File: src/sv/nvf_local_variance_mask_assert.svh
`ifndef NVF_LOCAL_VARIANCE_MASK_ASSERT_SVH
`define NVF_LOCAL_VARIANCE_MASK_ASSERT_SVH

// Same-cycle implication, checked at every rising edge outside reset.
`define NVFLV_ASSERT_IMPL(label, clk_s, rst_s, ante, cons) \
  label: assert property (@(posedge clk_s) disable iff (rst_s) (ante) |-> (cons)) \
    else $error("same-cycle implication violated");

// Next-cycle implication, checked at every rising edge outside reset.
`define NVFLV_ASSERT_NEXT(label, clk_s, rst_s, ante, cons) \
  label: assert property (@(posedge clk_s) disable iff (rst_s) (ante) |=> (cons)) \
    else $error("next-cycle implication violated");

`endif

File: src/sv/nvflv_ram.sv
`timescale 1ns / 1ps

module nvflv_ram #(
  parameter int WIDTH = 8,
  parameter int DEPTH = 16
) (
  input  logic                     clk,
  input  logic                     we,
  input  logic [$clog2(DEPTH)-1:0] waddr,
  input  logic [WIDTH-1:0]         wdata,
  input  logic                     re,
  input  logic [$clog2(DEPTH)-1:0] raddr,
  output logic [WIDTH-1:0]         rdata
);

  logic [WIDTH-1:0] mem [DEPTH];

  always_ff @(posedge clk) begin
    if (we) begin
      mem[waddr] <= wdata;
    end
    if (re) begin
      rdata <= mem[raddr];
    end
  end

endmodule

File: config.mk
export PLATFORM = sky130hd
export DESIGN_NAME = nvflv_ram
export DESIGN_NICKNAME = d
export VERILOG_FILES = /design/src/sv/nvf_local_variance_mask_assert.svh /design/src/sv/nvflv_ram.sv
export SDC_FILE = /design/constraint.sdc
export NUM_CORES = 1
export LEC_CHECK = 0
export BUFFER_PORTS_ARGS = -buffer_cell sky130_fd_sc_hd__buf_2
export CORE_MARGIN = 8
export CORE_UTILIZATION = 55
export CTS_CLUSTER_DIAMETER = 120
export CTS_CLUSTER_SIZE = 12
export DETAILED_ROUTE_END_ITERATION = 10
export PLACE_DENSITY = 0.73
export SLEW_MARGIN = 20
export SYNTH_ARGS = -nofsm -noshare
export SYNTH_HDL_FRONTEND = slang
export SYNTH_SLANG_ARGS = --single-unit
File: constraint.sdc
create_clock -name clk -period 1.75 [get_ports clk]
set_input_delay 0.0875 -clock clk [delete_from_list [all_inputs] [get_ports clk]]
set_output_delay 0.0875 -clock clk [all_outputs]
set_load 0.02 [all_outputs]
==> results.ini, run 1 <==
[power]
switching_share=0.1965
power_density_mw_per_mm2=1182
clockPowerShare=0.455
p_seq_frac=0.496
irDropWorstVdd_v=0.0006193
p_sw_w=0.001463
p_int_w=0.005980
pwr-share-comb=0.049
leakagePower_nw=2.142

[worst_hold_path]
hp-start=waddr[0]
whs_path_depth=3
worst_hold_path.endpoint=mem[0][7]
hp-class=in -> reg

[cells_and_area]
final_common_cell=edfxtp_1
diodes=0
drive_gt1_frac=0.3107
area_delta_synth_final_pct=20.44
finalInstanceArea_mm2=0.006296
layout.cells.most_common_list=edfxtp_1 (136), buf_2 (26), buf_4 (21), mux4_2 (18)
finalNetCount=315

[drt]
drt-total-wl_um=9421
vias=2508
drtIter0Drc=210
final_antenna_net_count=0
firstDrtPassIters=4
avgViaCountPerCell=5.726
drcViolationCount=0
wl_per_cell_um=21.51

[global_routing]
grt_overflow=0
grt_pass1_wl_um=14700
top_usage_layer=met2
grt.total_usage=0.1594
grt_max_degree=19
antenna_found_initial=0
use_met3=0.04702
grtUsageMet2=0.2560
grtUsageMet1=0.1989
grt_pass1_vias=2627

[setup_path]
rr_worst_depth=3
r2r-start=mem[0][5]
crit_path_max_fanout=1
r2r-end=rdata[5]
worstPathRequired_ns=2.00
crit_chain=mux4_1 > a22oi_1 > nand2_1
worst_setup_path_start_kind=flop
crit_type=reg -> reg
crit_arrival_ns=1.75
slowest_delay_ns=0.49
crit_slowest_cell=mux4_1
end_kind=flop
r2r_slack_ns=0.26

[cts]
clk_latency_ns=0.51
root_buffer=clkbuf_8
clockBufferDepth=2
clkTransAtPathRegs_ns=0.06
cts_tree=built
h-tree-depth=4
postCtsSetupBuffers=0
clock_sinks=136
numCtsBuffers=17

[floorplanning]
die_h_um=113.5
start_util=0.5657
ios=27
fp.dieArea_mm2=0.01288
core.rowCount=35
core_area_mm2=0.009240
die_w_um=113.5

[place]
placed_area_mm2=0.005630
place_congestion=0.7185
numPortBuffers=26
dp.final_hpwl_um=6217

[logic_synthesis]
yosysWarnings=0
syn-num-nets=248
syn_inst=229
synth.avg_cell_area_um2=22.83
synth-seq-cells=136
ys_seq_area_frac=0.7812
synth_area_mm2=0.005228
ys_types=18

[timing]
min_period_ns=1.492
fin_setup_tns_ns=0
setup_violations=0
timing.fmax_mhz=670.3
rsz0062_at_grt=false
maxSlewViolCount=0
period_share=0.8525
worstMarginPinSlew_ns=0.3918
hold_viol_final=0
slew-limit-headroom=0.7388
final.setup_skew_ns=0.004190

[flow_run]
drv_cap=0

[run_status]
status=completed

## kinds of logic (layout without fill, tap and decap cells)
kind of cell    Yosys count  count (layout)  share of synthesized area
compound gates           16              16                    0.02298
buf+inv                  10              90                    0.01651
flops                   136             136                     0.7812
mux                      32              32                     0.1479
simple gates             35              35                    0.03136
## cell type report
| cell class | count | area [um2] |
|---|---|---|
| tap | 129 | 161.4 |
| fill | 567 | 2944 |
| multi-input combinational | 83 | 1057 |
| clock buffer | 18 | 417.9 |
| timing repair buffer | 58 | 417.9 |
| clock inverter | 14 | 157.7 |
| sequential | 136 | 4084 |
## synthesized netlist by cell type
master,instances,share of area
a22oi_1,16,0.023
and2_1,1,0.0012
and2b_1,1,0.0014
buf_2,3,0.0029
buf_4,1,0.0014
buf_6,3,0.0065
clkdlybuf4s25_2,3,0.0057
edfxtp_1,136,0.78
mux4_1,14,0.070
mux4_2,18,0.078
nand2_1,9,0.0065
nand2b_1,2,0.0024
nand3_1,1,0.00096
nand3b_1,2,0.0029
nor2_1,13,0.0093
nor2b_1,1,0.0012
nor3_1,4,0.0038
or3b_2,1,0.0017
## critical path, delay by kind of cell, from the launching register on
| family | cells | cell delay [ns] |
|---|---|---|
| flops | 1 | 0.37 |
| mux | 1 | 0.49 |
| simple gates | 1 | 0.10 |
| compound gates | 1 | 0.29 |
## stage by stage
| stage | worst slack [ns] | util | total power (W) | hold slack [ns] | std cells |
|---|---|---|---|---|---|
| 2_1_floorplan | 0.1696 | - | 0.003958 | 0.1864 | 229 |
| 3_3_place_gp | 0.1249 | 0.6093 | 0.004102 | 0.4719 | 397 |
| 3_5_place_dp | 0.1235 | 0.6093 | 0.004113 | 0.4736 | 397 |
| 4_1_cts | 0.2393 | 0.6814 | 0.007502 | 0.1187 | 438 |
| 5_1_grt | 0.1985 | 0.6814 | 0.007672 | 0.1407 | 438 |
| 6_report | 0.2581 | 0.6814 | 0.007442 | 0.1477 | 438 |
## state kept, by name, summed over array words and instances, names as in the netlist
register  cells
mem         128
rdata         8
## routing by layer
| metal | up-vias | wire length [um] |
|---|---|---|
| met1 | 1288 | 3963 |
| met4 | 0 | 101 |
| met5 | - | 0 |
| met2 | 96 | 4768 |
| li1 | 1116 | - |
| met3 | 8 | 587 |
## power by group through the flow
stage / sequential (W) / combinational (W) / clock, W
2_1_floorplan: 0.00377 / 0.000185 / 0
3_3_place_gp: 0.00376 / 0.000346 / 0
3_5_place_dp: 0.00376 / 0.000355 / 0
4_1_cts: 0.00369 / 0.000371 / 0.00344
5_1_grt: 0.00370 / 0.000395 / 0.00358
6_report: 0.00369 / 0.000364 / 0.00339
## repair_timing
action                    CTS  global route
gates resized for setup     0             0
hold endpoints to repair  136             0
hold buffers                9             0
## how the worst max path moves through the flow
stage	startpoint	endpoint	slack, ns	cells past startpoint
final	mem[0][5]	rdata[5]	0.26	3
after global routing	mem[9][4]	rdata[4]	0.20	3
after CTS	mem[0][5]	rdata[5]	0.24	3
after detailed placement	raddr[0]	rdata[4]	0.12	5
after global placement	raddr[0]	rdata[4]	0.12	5
after floorplan	waddr[2]	mem[0][0]	0.17	2
No activity file was read; power rests on OpenSTA's default activity.
==> run 2, diff against run 1 <==
--- a/config.mk
+++ b/config.mk
@@ -6,6 +6,7 @@
 export NUM_CORES = 1
 export LEC_CHECK = 0
 export BUFFER_PORTS_ARGS = -buffer_cell sky130_fd_sc_hd__buf_2
+export CORE_ASPECT_RATIO = 1.1
 export CORE_MARGIN = 8
 export CORE_UTILIZATION = 55
 export CTS_CLUSTER_DIAMETER = 120
==> run 2 against run 1 <==
Compared with the run above:
- die area about the same
- flip-flop and latch count unchanged
- clock power up 14%
- worst setup slack better by 0.023 ns
- clock-buffer cell count unchanged
- first-iteration DRC count down 25%
- final cell count down 2.5%
- fmax up 1.6%
- cell area up 1.0%
- sequential power about the same
- critical endpoint unchanged
- largest cell class unchanged
==> results.ini, run 2 (synthesis results as in run 1) <==
[run_status]
status=completed

[setup_path]
crit_slowest_cell=mux4_1
slowest_delay_ns=0.51
crit_type=reg -> reg
cpLargestDelayFamily=multiplexers
crit_chain=mux4_1 > a22oi_1 > nand2_1
worstPathRequired_ns=2.01
worst_setup_path_start_kind=flop
end_kind=flop
crit_arrival_ns=1.73
crit_path_max_fanout=1
crit_buf_inv=0

[cts]
clkTransAtPathRegs_ns=0.06
cts_resized=0
clockBufferDepth=2
postCtsSetupBuffers=0
root_buffer=clkbuf_8
h-tree-depth=4
clock_sinks=136
clk_latency_ns=0.51
numCtsBuffers=17
cts_tree=built

[floorplanning]
die_h_um=118.3
start_util=0.5618
die_w_um=109.0
core.rowCount=37
core_area_mm2=0.009305
ios=27
fp.dieArea_mm2=0.01288

[timing]
fin_setup_tns_ns=0
min_period_ns=1.469
final.setup_skew_ns=0.009052
period_share=0.8392
hold_ws_ns=0.1366
hold_viol_final=0
setup_violations=0
slew-limit-headroom=0.7169
timing.fmax_mhz=680.9
maxSlewViolCount=0
rsz0062_at_grt=false
worstMarginPinSlew_ns=0.4246

[global_routing]
antenna_found_initial=0
grt.total_usage=0.1699
grt_pass1_vias=2742
grt_overflow=0
grt_max_degree=33
grt_pass1_wl_um=15700

[cells_and_area]
final_common_cell=edfxtp_1
diodes=0
largest_reg_flops=128
nFillCells=551
finalNetCount=316
layout.cells.most_common_list=edfxtp_1 (136), buf_2 (26), buf_4 (22), mux4_2 (18)
seqCellArea_mm2=0.004084
multi_input_area_mm2=0.001057
area_delta_synth_final_pct=21.66
drive_gt1_frac=0.3161
top_register=mem
top_regs=mem (128), rdata (8)

[power]
clockPowerShare=0.487
switching_share=0.1891
p_sw_w=0.001497
power_density_mw_per_mm2=1244
leakagePower_nw=2.189
p_int_w=0.006418
irDropWorstVdd_v=0.0009277
p_seq_frac=0.466
pwr-share-comb=0.047

[drt]
wl_per_cell_um=23.85
firstDrtPassIters=4
avgViaCountPerCell=5.831
drcViolationCount=0
vias=2490
final_antenna_net_count=0
drt-total-wl_um=10190
drtIter0Drc=158

[place]
numPortBuffers=26
dp.final_hpwl_um=6357
place_congestion=0.7557

[worst_hold_path]
hp-class=in -> reg

[flow_run]
drv_cap=0

==> run 2: cell types whose count changed in the layout (fill, tap and decap cells not counted) <==
| cell | delta |
|---|---|
| buf_4 | +1 |
| bufinv_16 | +3 |
| clkinv_1 | -1 |
| clkinvlp_4 | -2 |
==> run 2: metal layers <==
layer | global-route usage | up-vias | wire, um
met5 | 0 | - | 0
met4 | 0.07369 | 0 | 76
met3 | 0.04674 | 4 | 698
met2 | 0.2658 | 95 | 5300
met1 | 0.2171 | 1270 | 4109
li1 | - | 1121 | -
==> run 2: worst paths after layout <==
| kind | start | end | slack (ns) | depth (start not counted) |
|---|---|---|---|---|
| worst max-delay path | mem[1][5] | rdata[5] | 0.28 | 3 |
| worst min-delay path | waddr[0] | mem[4][0] | 0.14 | 3 |
| worst max register to register | mem[1][5] | rdata[5] | 0.28 | 3 |
| worst min register to register | mem[15][0] | rdata[0] | 0.75 | 3 |
==> run 2: power by group through the flow <==
stage               Clock [W]  Sequential [W]  Combinational [W]
finish                0.00385         0.00369           0.000370
global route          0.00403         0.00370           0.000399
CTS                   0.00391         0.00369           0.000376
detailed placement          0         0.00376           0.000358
global placement            0         0.00376           0.000346
floorplan                   0         0.00377           0.000185
==> run 2: area by class of cell <==
cell class	instances	area share
multi-input combinational	83	0.1662
timing repair buffer	59	0.06689
sequential	136	0.6421
clock inverter	14	0.03600
tap	117	0.02302
clock buffer	18	0.06571
==> run 2: through the flow <==
step                power, W    util  cells  instance area, um2  setup WS, ns
global route        0.008126  0.6835    427                6360        0.2307
floorplan           0.003958       -    229                5228        0.1696
detailed placement  0.004117  0.6043    386                5623        0.1378
finish              0.007914  0.6835    427                6360        0.2814
global placement    0.004101  0.6043    386                5623        0.1377
CTS                 0.007980  0.6835    427                6360        0.2811
==> run 2: worst register-to-register path, delay by kind of cell, from the launching register on <==
kind	cells	cell delay (ns)
mux	1	0.51
flops	1	0.37
compound gates	1	0.26
simple gates	1	0.09
==> run 2: repair_timing <==
item / in CTS / in global routing
hold endpoints to repair: 136 / 0
hold buffers: 9 / 0
endpoints found under the setup margin: 0 / 0
