`src/sv/nvf_local_variance_mask_assert.svh`:
```
`ifndef NVF_LOCAL_VARIANCE_MASK_ASSERT_SVH
`define NVF_LOCAL_VARIANCE_MASK_ASSERT_SVH

// Same-cycle implication, checked at every rising edge outside reset.
`define NVFLV_ASSERT_IMPL(label, clk_s, rst_s, ante, cons) \
  label: assert property (@(posedge clk_s) disable iff (rst_s) (ante) |-> (cons)) \
    else $error("same-cycle implication violated");

// Next-cycle implication, checked at every rising edge outside reset.
`define NVFLV_ASSERT_NEXT(label, clk_s, rst_s, ante, cons) \
  label: assert property (@(posedge clk_s) disable iff (rst_s) (ante) |=> (cons)) \
    else $error("next-cycle implication violated");

`endif

```
`src/sv/nvflv_pkg.sv`:
```
`timescale 1ns / 1ps

package nvflv_pkg;

  localparam int WINDOW    = 3;
  localparam int MAX_COLS  = 2048;
  localparam int MAX_ROWS  = 2048;

  localparam int HALF      = WINDOW / 2;
  localparam int OFFS      = WINDOW / 2 - (WINDOW - 1) / 2;
  localparam int START     = OFFS + WINDOW - 1;
  localparam int LINES     = WINDOW - 1;
  localparam int PAD_W_MAX = MAX_COLS + 2 * HALF;
  localparam int PAD_H_MAX = MAX_ROWS + 2 * HALF;
  localparam int NN        = WINDOW * WINDOW;

  localparam int PIX_W     = 8;
  localparam int DIM_W     = 12;
  localparam int COORD_W   = 11;
  localparam int NVF_W     = 16;
  localparam int CMP_W     = 16;
  localparam int CNT_W     = $clog2(PAD_W_MAX);
  localparam int RCNT_W    = $clog2(PAD_H_MAX);
  localparam int S_W       = $clog2(NN * 255 + 1);
  localparam int Q_W       = $clog2(NN * 255 * 255 + 1);
  localparam int D_W       = $clog2(NN * NN * 255 * 255 + 1);
  localparam int REM_W     = D_W + 1;

  localparam int QUEUE_DEPTH = 4;

  localparam int CFG_IDX_W = 1;
  localparam logic [CFG_IDX_W-1:0] REG_IMAGE_COLS = 1'b0;
  localparam logic [CFG_IDX_W-1:0] REG_IMAGE_ROWS = 1'b1;
  localparam logic [DIM_W-1:0]     DIM_RESET      = DIM_W'(512);

  // One classified window handed from the front end to the divider.
  typedef struct packed {
    logic [S_W-1:0]     s;
    logic [Q_W-1:0]     q;
    logic [COORD_W-1:0] row;
    logic [COORD_W-1:0] col;
    logic               last;
  } item_t;

endpackage

```
`src/sv/nvflv_front.sv`:
```
`timescale 1ns / 1ps

module nvflv_front import nvflv_pkg::*; (
  input  logic                   clk,
  input  logic                   rst,
  input  logic [DIM_W-1:0]       image_cols,
  input  logic [DIM_W-1:0]       image_rows,
  input  logic [PIX_W-1:0]       pixel,
  input  logic                   in_valid,
  output logic                   in_ready,
  output logic                   ram_re,
  output logic [CNT_W-1:0]       ram_raddr,
  output logic                   ram_we,
  output logic [CNT_W-1:0]       ram_waddr,
  output logic [LINES*PIX_W-1:0] ram_wdata,
  input  logic [LINES*PIX_W-1:0] ram_rdata,
  output logic                   q_push,
  output item_t                  q_data,
  input  logic                   q_full
);

  localparam logic [1:0] F_IDLE = 2'd0;
  localparam logic [1:0] F_READ = 2'd1;
  localparam logic [1:0] F_SUM  = 2'd2;

  logic [1:0]         state;
  logic [1:0]         state_next;
  logic [PIX_W-1:0]   px;
  logic [CNT_W-1:0]   col_cnt;
  logic [RCNT_W-1:0]  row_cnt;
  logic [PIX_W-1:0]   win [WINDOW][WINDOW];
  logic [PIX_W-1:0]   column [WINDOW];
  logic [COORD_W-1:0] y_reg;
  logic [COORD_W-1:0] x_reg;
  logic               last_reg;
  logic [CMP_W-1:0]   cols_eff;
  logic [CMP_W-1:0]   rows_eff;
  logic [CMP_W-1:0]   pad_w;
  logic [CMP_W-1:0]   pad_h;
  logic [CMP_W-1:0]   r_ext;
  logic [CMP_W-1:0]   c_ext;
  logic [CMP_W-1:0]   y_ext;
  logic [CMP_W-1:0]   x_ext;
  logic               emit;
  logic [S_W-1:0]     s_sum;
  logic [Q_W-1:0]     q_sum;
  logic               in_xfer;

  assign in_ready  = (state == F_IDLE);
  assign in_xfer   = in_valid && in_ready;
  assign ram_re    = in_xfer;
  assign ram_raddr = col_cnt;
  assign ram_we    = (state == F_READ);
  assign ram_waddr = col_cnt;

  // Effective geometry, with out-of-range sizes saturated.
  always_comb begin
    cols_eff = CMP_W'(image_cols);
    if (cols_eff == '0) begin
      cols_eff = CMP_W'(1);
    end else if (cols_eff > CMP_W'(MAX_COLS)) begin
      cols_eff = CMP_W'(MAX_COLS);
    end
    rows_eff = CMP_W'(image_rows);
    if (rows_eff == '0) begin
      rows_eff = CMP_W'(1);
    end else if (rows_eff > CMP_W'(MAX_ROWS)) begin
      rows_eff = CMP_W'(MAX_ROWS);
    end
    pad_w = cols_eff + CMP_W'(2 * HALF);
    pad_h = rows_eff + CMP_W'(2 * HALF);
    r_ext = CMP_W'(row_cnt);
    c_ext = CMP_W'(col_cnt);
    y_ext = r_ext - CMP_W'(START);
    x_ext = c_ext - CMP_W'(START);
    emit  = (r_ext >= CMP_W'(START)) && (c_ext >= CMP_W'(START)) &&
            (y_ext < rows_eff) && (x_ext < cols_eff);
  end

  // The new column: older lines from the line store, the incoming pixel at the bottom.
  // Each line moves up by one when written back.
  always_comb begin
    for (int k = 0; k < LINES; k++) begin
      column[k] = ram_rdata[k*PIX_W +: PIX_W];
    end
    column[LINES] = px;
    for (int k = 0; k < LINES; k++) begin
      ram_wdata[k*PIX_W +: PIX_W] = column[k+1];
    end
  end

  always_comb begin
    s_sum = '0;
    q_sum = '0;
    for (int i = 0; i < WINDOW; i++) begin
      for (int k = 0; k < WINDOW; k++) begin
        s_sum = s_sum + S_W'(win[i][k]);
        q_sum = q_sum + Q_W'((2*PIX_W)'(win[i][k]) * (2*PIX_W)'(win[i][k]));
      end
    end
  end

  assign q_push = (state == F_SUM) && !q_full;
  assign q_data = '{s: s_sum, q: q_sum, row: y_reg, col: x_reg, last: last_reg};

  always_comb begin
    state_next = state;
    unique case (state)
      F_IDLE: begin
        if (in_xfer) begin
          state_next = F_READ;
        end
      end
      F_READ: begin
        state_next = emit ? F_SUM : F_IDLE;
      end
      F_SUM: begin
        if (!q_full) begin
          state_next = F_IDLE;
        end
      end
      default: begin
        state_next = F_IDLE;
      end
    endcase
  end

  always_ff @(posedge clk) begin
    if (rst) begin
      state   <= F_IDLE;
      col_cnt <= '0;
      row_cnt <= '0;
      for (int i = 0; i < WINDOW; i++) begin
        for (int k = 0; k < WINDOW; k++) begin
          win[i][k] <= '0;
        end
      end
    end else begin
      state <= state_next;
      if (state == F_READ) begin
        for (int i = 0; i < WINDOW - 1; i++) begin
          win[i] <= win[i+1];
        end
        win[WINDOW-1] <= column;
        // Raster position advance; a position left beyond a shrunken frame wraps here.
        if (c_ext + CMP_W'(1) >= pad_w) begin
          col_cnt <= '0;
          row_cnt <= (r_ext + CMP_W'(1) >= pad_h) ? '0 : RCNT_W'(r_ext + CMP_W'(1));
        end else begin
          col_cnt <= CNT_W'(c_ext + CMP_W'(1));
          if (r_ext >= pad_h) begin
            row_cnt <= '0;
          end
        end
      end
    end
  end

  always_ff @(posedge clk) begin
    if (in_xfer) begin
      px <= pixel;
    end
    if (state == F_READ) begin
      y_reg    <= COORD_W'(y_ext);
      x_reg    <= COORD_W'(x_ext);
      last_reg <= (y_ext == rows_eff - CMP_W'(1)) && (x_ext == cols_eff - CMP_W'(1));
    end
  end

endmodule

```
`config.mk`:
```
export PLATFORM = sky130hd
export DESIGN_NAME = nvflv_front
export DESIGN_NICKNAME = d
export VERILOG_FILES = /design/src/sv/nvf_local_variance_mask_assert.svh /design/src/sv/nvflv_pkg.sv /design/src/sv/nvflv_front.sv
export SDC_FILE = /design/constraint.sdc
export NUM_CORES = 1
export LEC_CHECK = 0
export ABC_AREA = 1
export BUFFER_PORTS_ARGS = -buffer_cell sky130_fd_sc_hd__buf_2
export CAP_MARGIN = 0
export CELL_PAD_IN_SITES_DETAIL_PLACEMENT = 0
export CELL_PAD_IN_SITES_GLOBAL_PLACEMENT = 2
export CORE_MARGIN = 2
export CORE_UTILIZATION = 25
export CTS_CLUSTER_SIZE = 40
export DETAILED_ROUTE_END_ITERATION = 16
export GPL_TIMING_DRIVEN = 0
export PLACE_DENSITY_LB_ADDON = 0.3
export SETUP_SLACK_MARGIN = 0.2
export SYNTH_ARGS = -nofsm -noshare
export SYNTH_HDL_FRONTEND = slang
export SYNTH_SLANG_ARGS = --single-unit
```
`constraint.sdc`:
```
create_clock -name clk -period 9.5 [get_ports clk]
set_input_delay 0.95 -clock clk [delete_from_list [all_inputs] [get_ports clk]]
set_output_delay 0.95 -clock clk [all_outputs]
set_load 0.005 [all_outputs]
```
==> results.json <==
{
  "dieArea_sq_um": 111000,
  "finalMaxSlewViolations": 0,
  "cts_tree": "done",
  "synth_cell_type_count": 51,
  "finalCriticalPeriod_ns": 9.357,
  "grt_start_max_net_pins": 42,
  "cts-buffers-inserted": 17,
  "rr_startpoint": "ram_raddr[1]",
  "initial_core_util_pct": 25.27,
  "r2r_setup_slack_ns": 5.44,
  "wire_per_inst_um": 17.87,
  "holdWs_ns": 0.5514,
  "r2r-end": "row_cnt[8]",
  "reg2regPathDepth": 17,
  "maxSlewHeadroom_pct": 9.931,
  "fin_cells": 4889,
  "cp-end-kind": "output pin",
  "max_stage_delay_ns": 0.60,
  "synth_edf_count": 103,
  "die_h_um": 333.2,
  "finalCritPeriodShare_pct": 98.49,
  "worst-setup-path-type": "reg2out",
  "setup_tns_ns": 0,
  "antenna_found_initial": 3,
  "hp-start": "state[0]",
  "drtAntennaViolNets": 0,
  "grt.overflow.total": 0,
  "maxCapViolations": 0,
  "worstPathArrival_ns": 8.41,
  "largest_register_ffs": 72,
  "worst_setup_path_start_kind": "flip-flop",
  "die_width_um": 333.2,
  "cts.path.max_buffers": 2,
  "fillers": 11710,
  "drive_gt1_share_pct": 15.70,
  "area_delta_synth_final_pct": 18.97,
  "cp_data_required_time_ns": 8.55,
  "synth_cells": 3184,
  "clk_pin_slew_worst_paths_ns": 0.07,
  "viasPerCell": 4.054,
  "async_flop_share_pct": 0,
  "slowest_stage": "fa_2",
  "synth_top_flop_cell": "edfxtp_1",
  "setup_viol": 0,
  "synth_seq_cells": 129,
  "critPathMaxFanout": 4,
  "holdCritPathClass": "reg2reg",
  "drt_iter0_markers": 680,
  "syn_area_per_cell_sq_um": 8.507,
  "worstSkewPairLatency_ns": 0.50,
  "mappedNetlistArea_sq_um": 27090,
  "finalWirelength_um": 87380,
  "dpl.hpwl_um": 75100,
  "yosysWarnings": 0,
  "nets": 4326,
  "seq_area_frac_synth_pct": 13.34,
  "h-tree-depth": 4,
  "cts-root-buf": "clkbuf_16",
  "final_util_pct": 30.06,
  "drc": 0,
  "io_pins": 151,
  "grt_first_pass_wirelength_um": 134100,
  "cp-endpoint": "q_data[40]",
  "regMostFlops": "win",
  "hold_viol": 0,
  "global_route.usage.total_pct": 16.34,
  "coreArea_sq_um": 107200,
  "dp.cells": 4735,
  "dr.pass1.iters": 5,
  "status": "complete, no violations",
  "cts.sink_count": 129,
  "io_buffers": 144,
  "fmax_mhz": 106.9,
  "worst_pin_slew_ns": 1.351,
  "first_global_vias": 21960,
  "rows": 120,
  "skew_ns": 0.01875,
  "place.gp.congestion": 0.8516,
  "crit_path_start": "win[0][2]",
  "rsz0062_at_grt": "true",
  "holdBufCountCts": 0,
  "num_vias": 19820
}
-- worst min path at each step --
stage	endpoint	depth (start not counted)
floorplan	state[1]	2
global placement	state[1]	2
detailed placement	state[0]	3
CTS	state[0]	3
global route	state[0]	3
finish	state[0]	3
-- Yosys cell counts, drive strengths merged (2+ instances only) --
cell | count | share of area (%)
nand3 | 95 | 1.8
o21bai | 6 | 0.17
ha | 298 | 14
edfxtp | 103 | 11
dfxtp | 26 | 1.9
xnor2 | 21 | 0.68
a21o | 4 | 0.11
a31oi | 2 | 0.046
nor4 | 3 | 0.069
o2111ai | 2 | 0.065
a21boi | 2 | 0.055
and3 | 2 | 0.046
o41ai | 6 | 0.19
or2 | 4 | 0.092
nand3b | 2 | 0.055
nor3 | 27 | 0.55
a21oi | 55 | 1.0
nand2 | 508 | 7.1
xor2 | 68 | 2.2
clkinv | 2 | 0.028
fa | 504 | 37
o211ai | 3 | 0.083
o21ai | 50 | 0.94
o31ai | 3 | 0.083
buf | 37 | 1.0
inv | 1026 | 14
clkbuf | 78 | 1.1
o32ai | 6 | 0.19
nor2 | 217 | 3.1
nor3b | 3 | 0.10
nand4 | 15 | 0.39
-- cell families (layout without fill, tap and decap cells) --
kind of cell / count (synthesis) / count (layout) / share of synthesized area [%]
AO/OA/AOI/OAI: 143 / 143 / 3.081
XOR/XNOR: 89 / 89 / 2.878
adder cells (fa/ha/maj): 802 / 802 / 51.01
buffers and inverters: 1143 / 1442 / 16.34
flip-flops: 129 / 129 / 13.34
other: 1 / 4 / 0.01384
AND/OR/NAND/NOR: 877 / 877 / 13.33
-- repair_timing --
action | 4_1_cts | 5_1_grt
endpoints found under the hold margin | 0 | 0
setup buffers | 99 | 21
gates resized for setup | 256 | 87
pin swaps | 74 | 61
setup endpoints to repair | 13 | 7
-- routing by layer --
metal  global-route usage, %  wire length, um  part of all wire [%]  up-vias
met1                   20.86            39170                    45     9738
met2                   29.32            44080                    50      236
met3                   1.785             2126                   2.4       63
met5                       0               10                 0.011        -
met4                   4.024             1998                   2.3        2
li1                        -                -                     -     9779
-- worst max-delay path, delay by kind of cell (launching register included) --
family | cells | cell delay, ns
AOI/OAI and AO/OA | 6 | 0.69
xor gates and xnor gates | 1 | 0.27
adders and majority gates | 11 | 5.37
buffers and inverters | 9 | 0.90
DFF | 1 | 0.51
and+or+nand+nor | 2 | 0.15
-- placed cells by master (no fill, tap or decap), drive strengths merged, types with 50 or more instances in the layout --
master,count
nand3,95
o21ai,50
nor2,217
edfxtp,103
a21oi,55
clkbuf,72
nand2,508
inv,1035
xor2,68
fa,504
buf,328
ha,298
-- per-stage QoR --
stage,instance area [sq um],worst slack (ns)
6_report,32220,0.1431
5_1_grt,32220,-0.08038
4_1_cts,31830,-0.03640
3_5_place_dp,29630,-0.9377
3_3_place_gp,29570,-0.9936
2_1_floorplan,27090,1.063
-- area by class of cell --
cell class	instances	area (sq um)	area share [%]
clock inverters	14	146.4	0.4543
inverters	1028	3859	11.97
diodes	1	2.502	0.007765
multi-input cells	1914	19620	60.89
well taps	1403	1755	5.447
flip-flops and latches	129	3613	11.21
plain buffers	115	1017	3.157
repair buffers	267	1780	5.525
clock buffers	18	429.2	1.332
Power is not shown: default switching activity piles up to over one toggle a cycle in this logic, so the estimate is an artifact.
