## config.mk

```make
export PLATFORM = sky130hd
export DESIGN_NAME = nvflv_back
export DESIGN_NICKNAME = d
export VERILOG_FILES = /design/src/sv/nvf_local_variance_mask_assert.svh /design/src/sv/nvflv_pkg.sv /design/src/sv/nvflv_back.sv
export SDC_FILE = /design/constraint.sdc
export NUM_CORES = 1
export LEC_CHECK = 0
export BUFFER_PORTS_ARGS = -buffer_cell sky130_fd_sc_hd__buf_2
export CORE_AREA = 2 2 165 167
export CTS_BUF_LIST = sky130_fd_sc_hd__clkbuf_4 sky130_fd_sc_hd__clkbuf_8 sky130_fd_sc_hd__clkbuf_16
export DETAILED_ROUTE_END_ITERATION = 12
export DIE_AREA = 0 0 167 169
export GPL_TIMING_DRIVEN = 1
export PLACE_DENSITY = 0.8
export SLEW_MARGIN = 20
export SYNTH_ARGS = -nofsm -noshare
export SYNTH_HDL_FRONTEND = slang
export SYNTH_SLANG_ARGS = --single-unit
export TNS_END_PERCENT = 50
```

## constraint.sdc

```tcl
create_clock -name clk -period 6.18 [get_ports clk]
set_input_delay 0.309 -clock clk [delete_from_list [all_inputs] [get_ports clk]]
set_output_delay 0.309 -clock clk [all_outputs]
set_load 0.01 [all_outputs]
```

## src/sv/nvf_local_variance_mask_assert.svh

```systemverilog
`ifndef NVF_LOCAL_VARIANCE_MASK_ASSERT_SVH
`define NVF_LOCAL_VARIANCE_MASK_ASSERT_SVH

// Same-cycle implication, checked at every rising edge outside reset.
`define NVFLV_ASSERT_IMPL(label, clk_s, rst_s, ante, cons) \
  label: assert property (@(posedge clk_s) disable iff (rst_s) (ante) |-> (cons)) \
    else $error("same-cycle implication violated");

// Next-cycle implication, checked at every rising edge outside reset.
`define NVFLV_ASSERT_NEXT(label, clk_s, rst_s, ante, cons) \
  label: assert property (@(posedge clk_s) disable iff (rst_s) (ante) |=> (cons)) \
    else $error("next-cycle implication violated");

`endif

```

## src/sv/nvflv_pkg.sv

```systemverilog
`timescale 1ns / 1ps

package nvflv_pkg;

  localparam int WINDOW    = 3;
  localparam int MAX_COLS  = 2048;
  localparam int MAX_ROWS  = 2048;

  localparam int HALF      = WINDOW / 2;
  localparam int OFFS      = WINDOW / 2 - (WINDOW - 1) / 2;
  localparam int START     = OFFS + WINDOW - 1;
  localparam int LINES     = WINDOW - 1;
  localparam int PAD_W_MAX = MAX_COLS + 2 * HALF;
  localparam int PAD_H_MAX = MAX_ROWS + 2 * HALF;
  localparam int NN        = WINDOW * WINDOW;

  localparam int PIX_W     = 8;
  localparam int DIM_W     = 12;
  localparam int COORD_W   = 11;
  localparam int NVF_W     = 16;
  localparam int CMP_W     = 16;
  localparam int CNT_W     = $clog2(PAD_W_MAX);
  localparam int RCNT_W    = $clog2(PAD_H_MAX);
  localparam int S_W       = $clog2(NN * 255 + 1);
  localparam int Q_W       = $clog2(NN * 255 * 255 + 1);
  localparam int D_W       = $clog2(NN * NN * 255 * 255 + 1);
  localparam int REM_W     = D_W + 1;

  localparam int QUEUE_DEPTH = 4;

  localparam int CFG_IDX_W = 1;
  localparam logic [CFG_IDX_W-1:0] REG_IMAGE_COLS = 1'b0;
  localparam logic [CFG_IDX_W-1:0] REG_IMAGE_ROWS = 1'b1;
  localparam logic [DIM_W-1:0]     DIM_RESET      = DIM_W'(512);

  // One classified window handed from the front end to the divider.
  typedef struct packed {
    logic [S_W-1:0]     s;
    logic [Q_W-1:0]     q;
    logic [COORD_W-1:0] row;
    logic [COORD_W-1:0] col;
    logic               last;
  } item_t;

endpackage

```

## src/sv/nvflv_back.sv

```systemverilog
`timescale 1ns / 1ps

module nvflv_back import nvflv_pkg::*; (
  input  logic               clk,
  input  logic               rst,
  input  item_t              q_data,
  input  logic               q_empty,
  output logic               q_pop,
  output logic               out_valid,
  input  logic               out_ready,
  output logic [NVF_W-1:0]   nvf_value,
  output logic [COORD_W-1:0] out_row,
  output logic [COORD_W-1:0] out_col,
  output logic               frame_last
);

  localparam int STEP_W = $clog2(NVF_W);

  localparam logic [2:0] B_IDLE = 3'd0;
  localparam logic [2:0] B_SQ   = 3'd1;
  localparam logic [2:0] B_PREP = 3'd2;
  localparam logic [2:0] B_DIV  = 3'd3;
  localparam logic [2:0] B_DONE = 3'd4;

  logic [2:0]         state;
  logic [2:0]         state_next;
  item_t              cur;
  logic [2*S_W-1:0]   sq;
  logic [REM_W-1:0]   rem;
  logic [REM_W-1:0]   den;
  logic [NVF_W-1:0]   quo;
  logic [STEP_W-1:0]  step;
  logic [REM_W-1:0]   d_val;
  logic [REM_W:0]     rem2;
  logic               ge;
  logic               out_free;

  assign q_pop    = (state == B_IDLE) && !q_empty;
  assign out_free = !out_valid || out_ready;

  // D = N*Q - S*S; the square is registered in the cycle before.
  assign d_val = REM_W'(cur.q) * REM_W'(NN) - REM_W'(sq);

  // One restoring step: the remainder stays below the divisor, so the
  // quotient fits in NVF_W bits.
  assign rem2 = {rem, 1'b0};
  assign ge   = (rem2 >= {1'b0, den});

  always_comb begin
    state_next = state;
    unique case (state)
      B_IDLE: begin
        if (!q_empty) begin
          state_next = B_SQ;
        end
      end
      B_SQ: begin
        state_next = B_PREP;
      end
      B_PREP: begin
        state_next = B_DIV;
      end
      B_DIV: begin
        if (step == STEP_W'(NVF_W - 1)) begin
          state_next = B_DONE;
        end
      end
      B_DONE: begin
        if (out_free) begin
          state_next = B_IDLE;
        end
      end
      default: begin
        state_next = B_IDLE;
      end
    endcase
  end

  always_ff @(posedge clk) begin
    if (rst) begin
      state     <= B_IDLE;
      out_valid <= 1'b0;
    end else begin
      state <= state_next;
      if (state == B_DONE && out_free) begin
        out_valid <= 1'b1;
      end else if (out_ready) begin
        out_valid <= 1'b0;
      end
    end
  end

  always_ff @(posedge clk) begin
    if (q_pop) begin
      cur <= q_data;
    end
    if (state == B_SQ) begin
      sq <= (2*S_W)'(cur.s) * (2*S_W)'(cur.s);
    end
    if (state == B_PREP) begin
      rem  <= d_val;
      den  <= d_val + REM_W'(NN * NN);
      quo  <= '0;
      step <= '0;
    end
    if (state == B_DIV) begin
      rem  <= ge ? REM_W'(rem2 - {1'b0, den}) : REM_W'(rem2);
      quo  <= {quo[NVF_W-2:0], ge};
      step <= step + STEP_W'(1);
    end
    if (state == B_DONE && out_free) begin
      nvf_value  <= quo;
      out_row    <= cur.row;
      out_col    <= cur.col;
      frame_last <= cur.last;
    end
  end

endmodule

```

==> run summary, run 1 <==
GR met3 Demand/Resource = 2.74%
Seq/Total Area, Yosys = 38.4%
Post-synth EDFFs = 185
DR WL/cell = 14.9 microns
Yosys Warn Count = 0
Synth Cell Area = 14700 sq um
Flops & latches, synth = 189
Area of the multi-input gates = 7820 sq um
Initial antenna violation count = 0
# diodes = 0
Clock Latency Late Sink = 450 ps
Max cap viols = 0
Synth Net Count = 1694
Core outline area = 26500 sq um
Commonest non-fill, non-tap cells in the layout = inv_1, edfxtp_1, ha_1
Worst setup endpoint = sq[23]
CTS sink cnt = 189
HP Class = in2reg
Actual slew at the worst max-slew pin = 900 ps
Detailed Place HPWL = 21400 microns
Post-route ant nets = 0
Period utilization = 90.5%
Worst-path clk slew = 90 ps
Synth-to-Final Area Change = 10.2%
Cells after synthesis = 1382
Htree depth = 4
Fmax = 179 MHz
WP data required = 6370 ps
Syn_area_per_cell = 10.6 sq um
Fill count = 2055
1st-pass router iterations = 5
FF-to-FF End = sq[23]
Crit start category = flop
RSZ-0062 raised after global routing = no
FF-to-FF setup slack = 580 ps
Clk buf depth = 2
Critical Path Start = cur[45]
Layout cells sized above 1 = 11.0%
DIE HEIGHT = 169 microns
Die ar. = 28200 sq um
Top FF cell, synth = edfxtp_1
Root Buffer = clkbuf_16
GPL Wtd Cong = 0.871
Commonest non-fill, non-tap cell in the layout = inv_1
Worst r2r path cells = 20
CP Capture Type = flop
CTS tree = done
Setup_tns = 0 ps
Global route total overflow = 0
Row count = 60
Cts bufs inserted = 17
Worst EP arrival = 5790 ps
Final setup viols = 0
Ports = 100
Skew final = 18.1 ps
Final hold vios = 0
Postcts setup bufs = 0
CTS Hold Bufs = 0
Vias per cell = 5.27
Met2 usage = 35.5%
Die X = 167 microns
DR iter-0 viols = 587
Util after Layout = 61.0%
Fin nets = 1791
Total GRT Usage = 19.8%
Grt met1 use = 24.4%
FFs w/ async S/R, synth = 0%
Synth top area share = 37.9%
# DRC = 0
Reg-to-Reg Start = cur[45]
Most crowded layer after global routing = met2
Area leader, netlist = edfxtp_1
Sequential cell area = 5640 sq um
Top post-synthesis cells by area = edfxtp_1, fa_1, ha_1
Global-route wire length before repair = 45500 microns
Via count = 9658
Port Buf Inserts = 99
Largest net degree at the start of global routing = 63
Worst rel slew slack = 40.0%
Synth cell types = 66
Vias in the first global route = 9828
Fin crit period = 5600 ps
Routed WL = 27400 microns
CP max FO = 13
Max Slew Vio Count = 0
Post-cts resize count = 0
Initial core utilization = 55.3%
Crit path kind = reg2reg
Status = completed
==> cell families (layout without fill, tap and decap cells) <==
group	count (synthesis)	after routing	share of synthesized area (%)
multiplexers	30	30	2.17
XOR/XNOR	81	81	4.84
adder cells (fa/ha/maj)	253	253	26.7
AO/OA/AOI/OAI	188	188	8.19
buffers and inverters	325	435	8.45
flip-flops	189	189	38.4
AND/OR/NAND/NOR	316	316	11.2
==> final cells by class <==
| cell class | instances | area share (%) |
|---|---|---|
| Clock buffer | 17 | 2.63 |
| Clock inverter | 15 | 1.13 |
| Inverter | 296 | 6.88 |
| Multi-Input combinational cell | 868 | 48.4 |
| Sequential cell | 189 | 34.9 |
| Tap cell | 341 | 2.64 |
| Timing Repair Buffer | 107 | 3.44 |
==> state kept, by name, summed over array words and instances (netlist names) <==
register	flops
quo	16
cur	55
den	24
out_col	11
frame_last	1
state	3
out_valid	1
out_row	11
rem	24
sq	23
step	4
nvf_value	16
==> critical path: stages, from the launching register on <==
cell and delay [ps]:
edfxtp_1 580, nand2_1 210, inv_1 70, fa_1 480
inv_1 50, fa_1 530, inv_1 50, fa_1 500
fa_1 550, inv_1 60, fa_1 530, inv_1 40
ha_1 350, a21o_1 180, a21oi_1 170, o21ai_0 100
a21oi_1 260, a211o_1 250, o2111ai_1 140, a21oi_1 190
xnor2_1 80
==> synth_stat cells, types with 25 or more instances <==
cell / number
mux2i_1: 25
and2_1: 40
nand2_1: 84
clkbuf_1: 25
a21oi_1: 51
ha_1: 153
edfxtp_1: 185
xnor2_1: 54
o21ai_0: 44
inv_1: 296
xor2_1: 27
nor2_1: 57
fa_1: 100
==> worst min-delay path by stage <==
stage / slack, ps / start / endpoint / cells after the start
3_3_place_gp: 400 / cur[20] / out_row[8] / 0
2_1_floorplan: 380 / rst / out_valid / 1
5_1_grt: 20 / q_data[21] / cur[21] / 1
4_1_cts: 20 / q_data[1] / cur[1] / 1
3_5_place_dp: 410 / quo[15] / nvf_value[15] / 0
6_report: 30 / q_data[1] / cur[1] / 1
==> stage by stage <==
step | worst slack, ps | instance area, sq um | hold WS, ps | cells
floorplan | 957 | 14700 | 378 | 1382
global placement | 760 | 15600 | 401 | 1801
detailed placement | 636 | 15600 | 405 | 1801
CTS | 595 | 16200 | 16.3 | 1833
global route | 287 | 16200 | 16.1 | 1833
finish | 585 | 16200 | 29.4 | 1833
==> layer usage <==
metal  part of all wire, %  vias to the layer above
li1                      -                     4813
met1                    43                     4610
met2                    51                      185
met3                   3.0                       50
met4                   2.2                        0
met5                     0                        -
Power of run 1 is left out: the tool's default activity adds up to more than one toggle a clock period on the data nets, which glitch-free logic cannot reach.
==> inputs of run 2 (changes only) <==
Settings changed: CORE_AREA 2 2 165 167 to 2 2 200 202, DIE_AREA 0 0 167 169 to 0 0 202 204, PLACE_DENSITY 0.8 to 0.59.
==> run summary, run 2 (synthesized netlist as in run 1, its figures left out) <==
Initial core utilization = 37.4%
Period utilization = 90.3%
Actual slew at the worst max-slew pin = 904 ps
FF-to-FF setup slack = 600 ps
Routed WL = 27700 microns
CTS sink cnt = 189
Root Buffer = clkbuf_16
Status = completed
Post-route ant nets = 0
Synth-to-Final Area Change = 11.5%
CTS tree = done
Sequential cell area = 5640 sq um
GPL Wtd Cong = 0.839
Ports = 100
1st-pass router iterations = 5
DP Area = 15800 sq um
Row count = 73
Worst EP arrival = 5780 ps
Inst Count DP = 1984
Final setup viols = 0
Clk buf depth = 2
HP Class = in2reg
CTS Hold Bufs = 0
Max Slew Vio Count = 0
Crit path kind = reg2reg
Global-route wire length before repair = 46100 microns
Cts bufs inserted = 17
Max reg flops = 55
Fin nets = 1790
Worst-path clk slew = 80 ps
Fmax = 179 MHz
Reg with most FFs = cur
DIE HEIGHT = 204 microns
Crit start category = flop
Layout cells sized above 1 = 10.9%
# DRC = 0
Port Buf Inserts = 99
Area of the multi-input gates = 7820 sq um
Layout Cell Area excl Fill = 16300 sq um
CP max FO = 13
Commonest non-fill, non-tap cell in the layout = inv_1
Die ar. = 41200 sq um
Clock Latency Late Sink = 450 ps
Vias in the first global route = 9425
Setup_tns = 0 ps
Die X = 202 microns
Top Registers = cur: 55 flops, den: 24 flops, rem: 24 flops
Core outline area = 39200 sq um
Total GRT Usage = 13.9%
Skew final = 11.7 ps
Max cap viols = 0
DR WL/cell = 13.8 microns
# diodes = 0
Worst rel slew slack = 39.7%
RSZ-0062 raised after global routing = no
WP data required = 6380 ps
Global route total overflow = 0
Fill count = 3695
Detailed Place HPWL = 22200 microns
Largest net degree at the start of global routing = 63
DR iter-0 viols = 417
Post-cts resize count = 0
Fin crit period = 5580 ps
Vias per cell = 4.64
CP Capture Type = flop
Via count = 9357
Initial antenna violation count = 0
Final Hold Slack = 32.9 ps
Commonest non-fill, non-tap cells in the layout = inv_1, edfxtp_1, ha_1
Postcts setup bufs = 0
Post-Layout Cell Count = 2015
Htree depth = 4
Final hold vios = 0
-- run 2: routing by layer --
metal  routed length [microns]  GRT usage, %  vias up
li1                          -             -     4810
met1                     13300          18.3     4437
met2                     13500          23.6       92
met3                       570          2.25       18
met4                       364          3.94        0
met5                         0             0        -
-- run 2: final timing paths --
kind | to | depth (start not counted) | startpoint
setup reg to reg | sq[23] | 19 | cur[44]
hold reg to reg | out_row[6] | 0 | cur[18]
hold / removal | cur[51] | 1 | q_data[51]
setup / recovery | sq[23] | 19 | cur[44]
-- run 2: cell type report --
class / instances / area share (%)
Clock inverter: 14 / 0.888
Sequential cell: 189 / 34.5
Timing Repair Buffer: 106 / 3.35
Tap cell: 525 / 4.02
Multi-Input combinational cell: 868 / 47.9
Clock buffer: 17 / 2.60
Inverter: 296 / 6.80
-- run 2: worst max-delay path, stage by stage (launching register included) --
cell and delay [ps]:
edfxtp_1 550, and2_1 260, fa_1 510, inv_1 50
fa_1 530, inv_1 50, fa_1 500, fa_1 540
inv_1 50, fa_1 520, inv_1 40, ha_1 350
a21o_1 180, a21oi_1 200, o21ai_0 110, a21oi_1 230
a211o_1 240, o2111ai_1 130, a21oi_1 180, xnor2_1 70
-- run 2: per-stage QoR --
step / setup WS, ps / utilization (%)
after floorplan: 957 / -
after CTS: 630 / 41.7
after detailed placement: 650 / 40.3
final: 601 / 41.7
after global placement: 701 / 40.3
after global routing: 310 / 41.7
Power of run 2 is left out for the same reason.
