===== src/sv/nvf_local_variance_mask_assert.svh =====
`ifndef NVF_LOCAL_VARIANCE_MASK_ASSERT_SVH
`define NVF_LOCAL_VARIANCE_MASK_ASSERT_SVH

// Same-cycle implication, checked at every rising edge outside reset.
`define NVFLV_ASSERT_IMPL(label, clk_s, rst_s, ante, cons) \
  label: assert property (@(posedge clk_s) disable iff (rst_s) (ante) |-> (cons)) \
    else $error("same-cycle implication violated");

// Next-cycle implication, checked at every rising edge outside reset.
`define NVFLV_ASSERT_NEXT(label, clk_s, rst_s, ante, cons) \
  label: assert property (@(posedge clk_s) disable iff (rst_s) (ante) |=> (cons)) \
    else $error("next-cycle implication violated");

`endif


===== src/sv/nvflv_pkg.sv =====
`timescale 1ns / 1ps

package nvflv_pkg;

  localparam int WINDOW    = 3;
  localparam int MAX_COLS  = 2048;
  localparam int MAX_ROWS  = 2048;

  localparam int HALF      = WINDOW / 2;
  localparam int OFFS      = WINDOW / 2 - (WINDOW - 1) / 2;
  localparam int START     = OFFS + WINDOW - 1;
  localparam int LINES     = WINDOW - 1;
  localparam int PAD_W_MAX = MAX_COLS + 2 * HALF;
  localparam int PAD_H_MAX = MAX_ROWS + 2 * HALF;
  localparam int NN        = WINDOW * WINDOW;

  localparam int PIX_W     = 8;
  localparam int DIM_W     = 12;
  localparam int COORD_W   = 11;
  localparam int NVF_W     = 16;
  localparam int CMP_W     = 16;
  localparam int CNT_W     = $clog2(PAD_W_MAX);
  localparam int RCNT_W    = $clog2(PAD_H_MAX);
  localparam int S_W       = $clog2(NN * 255 + 1);
  localparam int Q_W       = $clog2(NN * 255 * 255 + 1);
  localparam int D_W       = $clog2(NN * NN * 255 * 255 + 1);
  localparam int REM_W     = D_W + 1;

  localparam int QUEUE_DEPTH = 4;

  localparam int CFG_IDX_W = 1;
  localparam logic [CFG_IDX_W-1:0] REG_IMAGE_COLS = 1'b0;
  localparam logic [CFG_IDX_W-1:0] REG_IMAGE_ROWS = 1'b1;
  localparam logic [DIM_W-1:0]     DIM_RESET      = DIM_W'(512);

  // One classified window handed from the front end to the divider.
  typedef struct packed {
    logic [S_W-1:0]     s;
    logic [Q_W-1:0]     q;
    logic [COORD_W-1:0] row;
    logic [COORD_W-1:0] col;
    logic               last;
  } item_t;

endpackage


===== src/sv/nvflv_queue.sv =====
`timescale 1ns / 1ps

module nvflv_queue import nvflv_pkg::*; (
  input  logic  clk,
  input  logic  rst,
  input  logic  push,
  input  item_t push_data,
  output logic  full,
  input  logic  pop,
  output item_t pop_data,
  output logic  empty
);

  localparam int PTR_W = $clog2(QUEUE_DEPTH);
  localparam int CNT_QW = $clog2(QUEUE_DEPTH + 1);

  item_t             entries [QUEUE_DEPTH];
  logic [PTR_W-1:0]  wr_ptr;
  logic [PTR_W-1:0]  rd_ptr;
  logic [CNT_QW-1:0] count;

  assign full     = (count == CNT_QW'(QUEUE_DEPTH));
  assign empty    = (count == '0);
  assign pop_data = entries[rd_ptr];

  always_ff @(posedge clk) begin
    if (rst) begin
      wr_ptr <= '0;
      rd_ptr <= '0;
      count  <= '0;
    end else begin
      if (push) begin
        wr_ptr <= (wr_ptr == PTR_W'(QUEUE_DEPTH - 1)) ? '0 : wr_ptr + PTR_W'(1);
      end
      if (pop) begin
        rd_ptr <= (rd_ptr == PTR_W'(QUEUE_DEPTH - 1)) ? '0 : rd_ptr + PTR_W'(1);
      end
      if (push && !pop) begin
        count <= count + CNT_QW'(1);
      end else if (pop && !push) begin
        count <= count - CNT_QW'(1);
      end
    end
  end

  always_ff @(posedge clk) begin
    if (push) begin
      entries[wr_ptr] <= push_data;
    end
  end

endmodule


===== config.mk =====
export PLATFORM = sky130hd
export DESIGN_NAME = nvflv_queue
export DESIGN_NICKNAME = d
export VERILOG_FILES = /design/src/sv/nvf_local_variance_mask_assert.svh /design/src/sv/nvflv_pkg.sv /design/src/sv/nvflv_queue.sv
export SDC_FILE = /design/constraint.sdc
export NUM_CORES = 1
export LEC_CHECK = 0
export BUFFER_PORTS_ARGS = -buffer_cell sky130_fd_sc_hd__buf_4
export CAP_MARGIN = 5
export CORE_MARGIN = 2
export CORE_UTILIZATION = 30
export CTS_BUF_LIST = sky130_fd_sc_hd__clkbuf_4 sky130_fd_sc_hd__clkbuf_8
export CTS_CLUSTER_DIAMETER = 80
export CTS_CLUSTER_SIZE = 30
export DETAILED_ROUTE_END_ITERATION = 12
export PLACE_DENSITY_LB_ADDON = 0.25
export REMOVE_ABC_BUFFERS = 1
export SYNTH_ARGS = -nofsm -noshare
export SYNTH_HDL_FRONTEND = slang
export SYNTH_SLANG_ARGS = --single-unit

===== constraint.sdc =====
create_clock -name clk -period 2.5 [get_ports clk]
set_clock_uncertainty 0.05 [all_clocks]
set_input_delay 0.125 -clock clk [delete_from_list [all_inputs] [get_ports clk]]
set_output_delay 0.125 -clock clk [all_outputs]
set_load 0.05 [all_outputs]

==> qor.csv, run 1 <==
stage,metric,value,unit
outcome,outcome,completed,
placed_design,Routability Congestion,0.667,
routing,met2 wire length,8570,µm
clocking,htree depth,1,
cells_and_area,Multi-input gate area,1510,µm²
logic_synthesis,Compound-Gate Fraction of Synth Area,0.178,%
sta,maximum achievable frequency,446,MHz
logic_synthesis,Post-synth EDFFs,220,
grt,initial antenna violation count,0,
floorplan,io pins,116,
clocking,TritonCTS clock tree,yes,
sta,crit share post-route,89.7,%
logic_synthesis,multiplexer share of the synthesized area,15.4,%
floorplan,row cnt,61,
power_and_ir_drop,worst vdd ir,0.515,mV
routing,DR top layer,met4,
clocking,clock root buffer,clkbuf_8,
routing,DR DRC count,0,
clocking,worst skew pair latency,0.51,ns
clocking,"Reg clk slew, reported paths",0.16,ns
logic_synthesis,simple-gate share of the synthesized area,0.919,%
logic_synthesis,Synth Area in XOR/XNOR,0.207,%
grt,largest net degree at the start of global routing,34,
logic_synthesis,synth cell count leaders,"edfxtp_1, mux4_2, dfxtp_1",
floorplan,core region area,27800,µm²
run,Max-Cap Viols,0,
power_and_ir_drop,power density over the cells,693,nW/µm²
sta,final hold vios,0,
routing,average wire per standard cell,18.2,µm
cells_and_area,layout cells sized above 1,39.3,%
worst_setup_path,critical path class,flop to primary output,
clocking,total CTS buffers,12,
grt,first-pass GRT wire length,25200,µm
routing,routed wl met3,699,µm
routing,drt pass-1 iters,5,
clocking,Max clock buf depth,3,
cells_and_area,final net count,595,
floorplan,Die Span X,172,µm
worst_setup_path,cells on worst reg2reg path,3,
floorplan,Starting Density,30.4,%
cells_and_area,Layout area overhead,26.5,%
logic_synthesis,post-synthesis sequential area ratio,80.4,%
sta,Fin Setup TNS,0,ns
cells_and_area,storage element area,6790,µm²
worst_setup_path,largest fanout on the critical path,28,
logic_synthesis,distinct cell type count after synthesis,20,
sta,Pins Over Slew Limit,0,
sta,Final setup viols,0,
routing,vias per cell,4.39,
placed_design,hpwl dp,10200,µm
logic_synthesis,Async SR Flop Fraction,0,%
min_path,Worst Hold Class,input port to flop,
floorplan,Die Ht,172,µm
sta,RSZ-0062 raised after global routing,false,
min_path,WHS Path Cells,2,
sta,Hold Slack,0.283,ns
cells_and_area,number of diodes,0,
worst_setup_path,CP Launch Type,flop,
floorplan,die area,29500,µm²
cells_and_area,fillers,2550,
grt,GR Overflow Total,0,
logic_synthesis,Adder-Cell Fraction of Synth Area,1.13,%
logic_synthesis,Mapped Cells,331,
logic_synthesis,Synth Warn #,0,
routing,via count,4011,
routing,final WL,16600,µm
routing,post-route ant nets,0,
sta,slew of the pin with the lowest slew margin,0.519,ns
logic_synthesis,"Top FF cell, synth",edfxtp_1,
logic_synthesis,"FF+latch count, synth",229,
logic_synthesis,Post-Syn Area,8450,µm²
placed_design,I/O Buffers,115,
logic_synthesis,post-synth top area share,78.2,%
sta,crit path time final,2.24,ns
worst_setup_path,CP required,2.33,ns
routing,met1 wire length,6990,µm
logic_synthesis,Synth area leader,edfxtp_1,
grt,vias in the first global route,4298,
logic_synthesis,main combinational cell family by area after synthesis,multiplexers,
cells_and_area,Util after Layout,38.5,%
grt,GRT Total Usage,11.5,%
logic_synthesis,Avg Inst Size Synth,25.5,µm²
logic_synthesis,most frequent cell after synthesis,edfxtp_1,
logic_synthesis,Area contributors post-synth,"edfxtp_1, mux4_2, dfxtp_1, mux4_1, buf_12",
worst_setup_path,worst path arrival time,2.07,ns
sta,relative slew slack,65.4,%
clocking,clk sink count,229,
routing,Starting DRT DRC Count,293,
power_and_ir_drop,Pleak,3.61,nW
worst_setup_path,Crit. End Element,primary output,
## flip-flops by register name (all words and copies together) (netlist names), named ones only
signal	flops
rd_ptr	2
count	3
entries	220
wr_ptr	2
## layout by cell type, fill, tap and decap left out, drive strengths merged
master | Yosys | final
a21oi | 2 | 2
and2 | 4 | 4
buf | 11 | 137
clkbuf | 1 | 13
clkinv | 0 | 4
dfxtp | 9 | 9
dlygate4sd3 | 0 | 59
edfxtp | 220 | 220
fa | 1 | 1
ha | 6 | 6
inv | 4 | 7
mux2i | 4 | 4
mux4 | 55 | 55
nor2 | 7 | 7
nor3 | 1 | 1
nor3b | 2 | 2
o21ai | 1 | 1
or3 | 1 | 1
xor2 | 2 | 2
## kinds of logic after synthesis
| group | count (synthesis) |
|---|---|
| flip-flops | 229 |
| multiplexers | 59 |
| buffers and inverters | 16 |
| AND/OR/NAND/NOR | 15 |
| adder cells (fa/ha/maj) | 7 |
| AO/OA/AOI/OAI | 3 |
| XOR/XNOR | 2 |
## path summary, 6_finish.rpt
check	from	to	slack [ns]
worst max-delay path	flop	pop_data[48]	0.26
worst min-delay path	push_data[53]	entries[0][53]	0.28
worst max register to register	wr_ptr[0]	entries[3][51]	0.71
worst min register to register	rd_ptr[1]	flop	0.50
## critical path, cell delays in order (launching register included)
cell and delay, ns:
dfxtp_4 0.45, buf_16 0.26, mux4_1 0.61, buf_4 0.21
## timing repair
| action | 4_1_cts | 5_1_grt |
|---|---|---|
| setup buffers | 0 | 4 |
| resized for setup | 0 | 1 |
| endpoints found under the setup margin | 0 | 2 |
| hold buffers | 59 | 0 |
| hold endpoints to repair | 229 | 0 |
## per-stage QoR
stage	instance area, µm²	setup slack, ns	power [W]	cells
floorplan	8300	-0.938	0.00532	319
global placement	9830	0.667	0.00576	830
detailed placement	9830	0.662	0.00579	830
CTS	10600	0.0502	0.00750	909
global route	10700	0.115	0.00772	913
finish	10700	0.259	0.00740	913
## report_power, final
group          switching (W)  internal (W)  leakage (nW)
Combinational       0.000802      0.000511          1.39
Clock                0.00112      0.000518         0.119
Sequential         0.0000615       0.00438          2.10
Total                0.00199       0.00541          3.61
## per-layer routing
layer / track usage (%) / up-vias
met1: 14.2 / 2108
met2: 20.6 / 95
met4: 2.96 / 0
met5: 0 / -
li1: - / 1789
met3: 2.12 / 19
## final cells by class
| class | count | area share [%] |
|---|---|---|
| sequential | 229 | 63.6 |
| clock buffer | 13 | 1.67 |
| inverter | 4 | 0.141 |
| tap | 378 | 4.43 |
| timing repair buffer | 196 | 15.6 |
| multi-input combinational | 86 | 14.2 |
| clock inverter | 7 | 0.445 |
Note: power is estimated with default switching activity, not from simulation.
==> run 2: changes to the inputs <==
PLACE_DENSITY_LB_ADDON = 0.05   (was 0.25)
==> run 2 against run 1 <==
  * Sequential cell count did not move
  * Setup slack lost 0.073 ns
  * Critical path depth unchanged
==> qor.csv, run 2 (synthesis gave the netlist of run 1 again) <==
stage,metric,value,unit
worst_setup_path,worst path arrival time,2.14,ns
clocking,clock root buffer,clkbuf_8,
sta,Pins Over Slew Limit,0,
worst_setup_path,Crit-path slowest cell,dfxtp_4,
clocking,TritonCTS clock tree,yes,
cells_and_area,Biggest register,entries,
floorplan,io pins,116,
floorplan,Starting Density,30.4,%
cells_and_area,"commonest non-fill, non-tap cell in the layout",edfxtp_1,
sta,Final setup viols,0,
grt,GR Overflow Total,0,
grt,vias in the first global route,4264,
routing,DR DRC count,0,
clocking,htree depth,1,
grt,GRT Total Usage,11.7,%
floorplan,die area,29500,µm²
worst_setup_path,Crit. End Element,primary output,
routing,final WL,17100,µm
worst_setup_path,largest fanout on the critical path,16,
placed_design,Routability Congestion,0.679,
routing,vias per cell,4.35,
sta,final hold vios,0,
floorplan,row cnt,61,
cells_and_area,Layout area overhead,26.5,%
min_path,Worst Hold Class,input port to flop,
worst_setup_path,critical path class,flop to primary output,
clocking,worst skew pair latency,0.52,ns
grt,initial antenna violation count,1,
clocking,clk sink count,229,
cells_and_area,Regs by FF count,"entries x220, count x3",
run,Max-Cap Viols,0,
clocking,CTS resizes,0,
cells_and_area,most frequent cells in the layout,"edfxtp_1, buf_4, dlygate4sd3_1",
worst_setup_path,CP max stage delay,0.60,ns
cells_and_area,layout cells sized above 1,39.1,%
routing,via count,3945,
cells_and_area,final net count,586,
floorplan,core region area,27800,µm²
power_and_ir_drop,worst vdd ir,0.242,mV
outcome,outcome,completed,
routing,average wire per standard cell,18.9,µm
power_and_ir_drop,Final Power,0.00755,W
power_and_ir_drop,Pleak,3.57,nW
sta,crit path time final,2.31,ns
placed_design,hpwl dp,10100,µm
cells_and_area,Final Instance Count excl. Fillers,906,
grt,largest net degree at the start of global routing,55,
placed_design,I/O Buffers,115,
sta,RSZ-0062 raised after global routing,false,
cells_and_area,Largest register FFs,220,
sta,relative slew slack,68.4,%
power_and_ir_drop,power density over the cells,707,nW/µm²
grt,first-pass GRT wire length,25400,µm
floorplan,Die Ht,172,µm
worst_setup_path,CP required,2.33,ns
clocking,total CTS buffers,14,
placed_design,# placed instances,824,
clocking,"Reg clk slew, reported paths",0.14,ns
sta,maximum achievable frequency,432,MHz
routing,Starting DRT DRC Count,206,
worst_setup_path,worst path cell trace,"buf_12, mux4_1, buf_4",
sta,crit share post-route,92.6,%
sta,slew of the pin with the lowest slew margin,0.474,ns
routing,drt pass-1 iters,4,
routing,post-route ant nets,0,
worst_setup_path,CP Launch Type,flop,
clocking,Max clock buf depth,3,
floorplan,Die Span X,172,µm
[run 2: worst paths after layout]
path,to,start,depth (start not counted),slack [ns]
max,pop_data[35],flop,3,0.19
min,entries[1][34],push_data[34],2,0.29
max reg2reg,entries[0][20],wr_ptr[0],4,0.83
min reg2reg,count[2],count[2],2,0.47
[run 2: metal layers]
layer / wire length, µm / global-route usage, % / vias to the layer above
met2: 8440 / 19.6 / 82
met1: 7440 / 15.4 / 2077
met5: 0 / 0 / -
li1: - / - / 1771
met3: 995 / 2.92 / 15
met4: 212 / 2.56 / 0
[run 2: layout make-up]
class,instances,area (µm²)
fill,2568,17100
sequential,229,6790
timing repair buffer,185,1620
multi-input combinational,86,1510
tap,378,473
clock buffer,17,221
clock inverter,6,48.8
inverter,4,15.0
antenna,1,2.50
[run 2: repair_timing]
item | in CTS | in global routing
hold buffers | 58 | 0
hold endpoints to repair | 230 | 0
endpoints found under the setup margin | 0 | 0
setup buffers | 0 | 0
[run 2: worst max-delay path: cells and delay by family (launching register included)]
| kind | cells | cell delay, ns |
|---|---|---|
| mux | 1 | 0.56 |
| flops | 1 | 0.60 |
| buf+inv | 2 | 0.44 |
[run 2: where the power goes]
part / total, W / switching (W) / internal [W] / leakage (nW)
clock network: 0.00180 / 0.00117 / 0.000622 / 0.131
logic: 0.00132 / 0.000808 / 0.000507 / 1.34
registers: 0.00444 / 0.0000561 / 0.00438 / 2.10
total: 0.00755 / 0.00204 / 0.00551 / 3.57
[run 2: metrics by stage]
step / hold slack, ns / setup TNS, ns / util [%] / setup WS, ns / area, µm²
floorplan: 0.144 / -44.59 / - / -0.938 / 8300
global placement: 0.274 / 0 / 35.4 / 0.704 / 9830
detailed placement: 0.278 / 0 / 35.4 / 0.711 / 9830
CTS: 0.248 / 0 / 38.5 / 0.0983 / 10700
global route: 0.250 / 0 / 38.5 / 0.0249 / 10700
finish: 0.290 / 0 / 38.5 / 0.186 / 10700
==> run 3: changes to the inputs <==
BUFFER_PORTS_ARGS = -buffer_cell sky130_fd_sc_hd__buf_2   (was -buffer_cell sky130_fd_sc_hd__buf_4)
==> run 3 against run 2 <==
  * Cell area fell by 1.6%
  * Routed wire length fell by 2.2%
  * Non-clock buffer count rose by 6
  * Register-to-register slack barely moved
  * Sequential share of layout area rose by 1.0 points
  * Clock power rose by 11%
  * Clock-buffer cell count did not move
  * Critical path depth did not move
  * Sequential power barely moved
  * Cell count rose by 0.66%
  * Critical path type unchanged
==> qor.csv, run 3 (synthesis gave the netlist of run 1 again) <==
stage,metric,value,unit
cells_and_area,Regs by FF count,"entries x220, count x3",
power_and_ir_drop,worst vdd ir,0.334,mV
sta,slew of the pin with the lowest slew margin,0.527,ns
min_path,WHS Endpoint,entries[1][33],
grt,GRT Total Usage,11.5,%
power_and_ir_drop,Pleak,3.54,nW
sta,Hold Slack,0.276,ns
cells_and_area,Largest register FFs,220,
sta,relative slew slack,64.9,%
cells_and_area,Biggest register,entries,
cells_and_area,Layout area overhead,24.6,%
worst_setup_path,worst path arrival time,2.08,ns
outcome,outcome,completed,
floorplan,core region area,27800,µm²
min_path,min-delay src,push_data[33],
floorplan,row cnt,61,
sta,final hold vios,0,
worst_setup_path,CP required,2.33,ns
grt,largest net degree at the start of global routing,56,
sta,maximum achievable frequency,444,MHz
worst_setup_path,Crit Reg-Reg Endpoint,entries[3][26],
sta,Pins Over Slew Limit,0,
clocking,"Reg clk slew, reported paths",0.15,ns
cells_and_area,fillers,2586,
min_path,WHS Path Cells,2,
clocking,Max clock buf depth,3,
floorplan,Die Span X,172,µm
grt,initial antenna violation count,0,
routing,vias per cell,4.34,
cells_and_area,most frequent cells in the layout,"edfxtp_1, buf_2, dlygate4sd3_1",
grt,first-pass GRT wire length,25000,µm
floorplan,Die Ht,172,µm
min_path,Worst Hold Class,input port to flop,
clocking,clock root buffer,clkbuf_8,
routing,final WL,16700,µm
cells_and_area,number of diodes,0,
worst_setup_path,Reg2Reg Setup Slack,0.82,ns
clocking,total CTS buffers,14,
worst_setup_path,cells on worst reg2reg path,3,
routing,DR DRC count,0,
placed_design,Routability Congestion,0.677,
grt,GR Overflow Total,0,
worst_setup_path,CP Launch Type,flop,
floorplan,Starting Density,30.4,%
routing,post-route ant nets,0,
worst_setup_path,largest fanout on the critical path,11,
run,Max-Cap Viols,0,
sta,Final setup viols,0,
routing,drt pass-1 iters,4,
floorplan,io pins,116,
routing,via count,3955,
clocking,worst skew pair latency,0.52,ns
cells_and_area,final net count,592,
clocking,CTS resizes,0,
worst_setup_path,critical path class,flop to primary output,
sta,crit path time final,2.25,ns
routing,Starting DRT DRC Count,225,
placed_design,I/O Buffers,115,
worst_setup_path,r2r startpoint,wr_ptr[0],
sta,crit share post-route,90.0,%
power_and_ir_drop,power density over the cells,726,nW/µm²
placed_design,hpwl dp,9660,µm
cells_and_area,Util after Layout,37.9,%
grt,vias in the first global route,4307,
clocking,htree depth,1,
worst_setup_path,Crit. End Element,primary output,
sta,RSZ-0062 raised after global routing,false,
cells_and_area,"commonest non-fill, non-tap cell in the layout",edfxtp_1,
sta,Fin Setup TNS,0,ns
floorplan,die area,29500,µm²
cells_and_area,layout cells sized above 1,39.5,%
clocking,clk sink count,229,
clocking,TritonCTS clock tree,yes,
routing,average wire per standard cell,18.3,µm
run 3: critical path, stage by stage, from the launching register on:
cell     delay, ns
dfxtp_4       0.49
buf_4         0.28
mux4_2        0.54
buf_2         0.23
run 3: through the flow:
step,total power [W],area [µm²],worst slack (ns),instances
2_1_floorplan,0.00532,8300,-0.938,319
3_3_place_gp,0.00567,9540,0.649,821
3_5_place_dp,0.00569,9540,0.646,821
4_1_cts,0.00780,10500,0.0352,904
5_1_grt,0.00800,10500,0.115,912
6_report,0.00764,10500,0.250,912
run 3: power by group:
group | switching (W) | internal, W | total (W)
clock | 0.00122 | 0.000772 | 0.00199
combinational | 0.000804 | 0.000416 | 0.00122
sequential | 0.0000489 | 0.00438 | 0.00443
total | 0.00207 | 0.00557 | 0.00764
run 3: how the worst max path moves through the flow:
stage                              end  cells after the start
after detailed placement  pop_data[24]                      3
after CTS                  pop_data[1]                      3
after global placement    pop_data[13]                      3
after floorplan           pop_data[35]                      1
final                     pop_data[13]                      3
after global routing       pop_data[1]                      3
run 3: per-layer routing:
layer	routed length, µm	global-route usage [%]
met5	0	0
met4	239	2.70
met3	894	2.51
met2	8510	20.6
met1	7070	14.1
run 3: timing repair:
| action | CTS | global route |
|---|---|---|
| hold buffers | 59 | 0 |
| endpoints found under the hold margin | 229 | 0 |
| buffers inserted | 0 | 8 |
| setup endpoints to repair | 0 | 11 |
run 3: area by class of cell:
type                       instances  area, µm²  share of cell area [%]
clock inverter                     7        106                    1.01
sequential                       229       6790                    64.6
tap                              378        473                    4.50
timing repair buffer             191       1390                    13.2
multi-input combinational         86       1510                    14.4
inverter                           4       15.0                   0.143
clock buffer                      17        228                    2.16
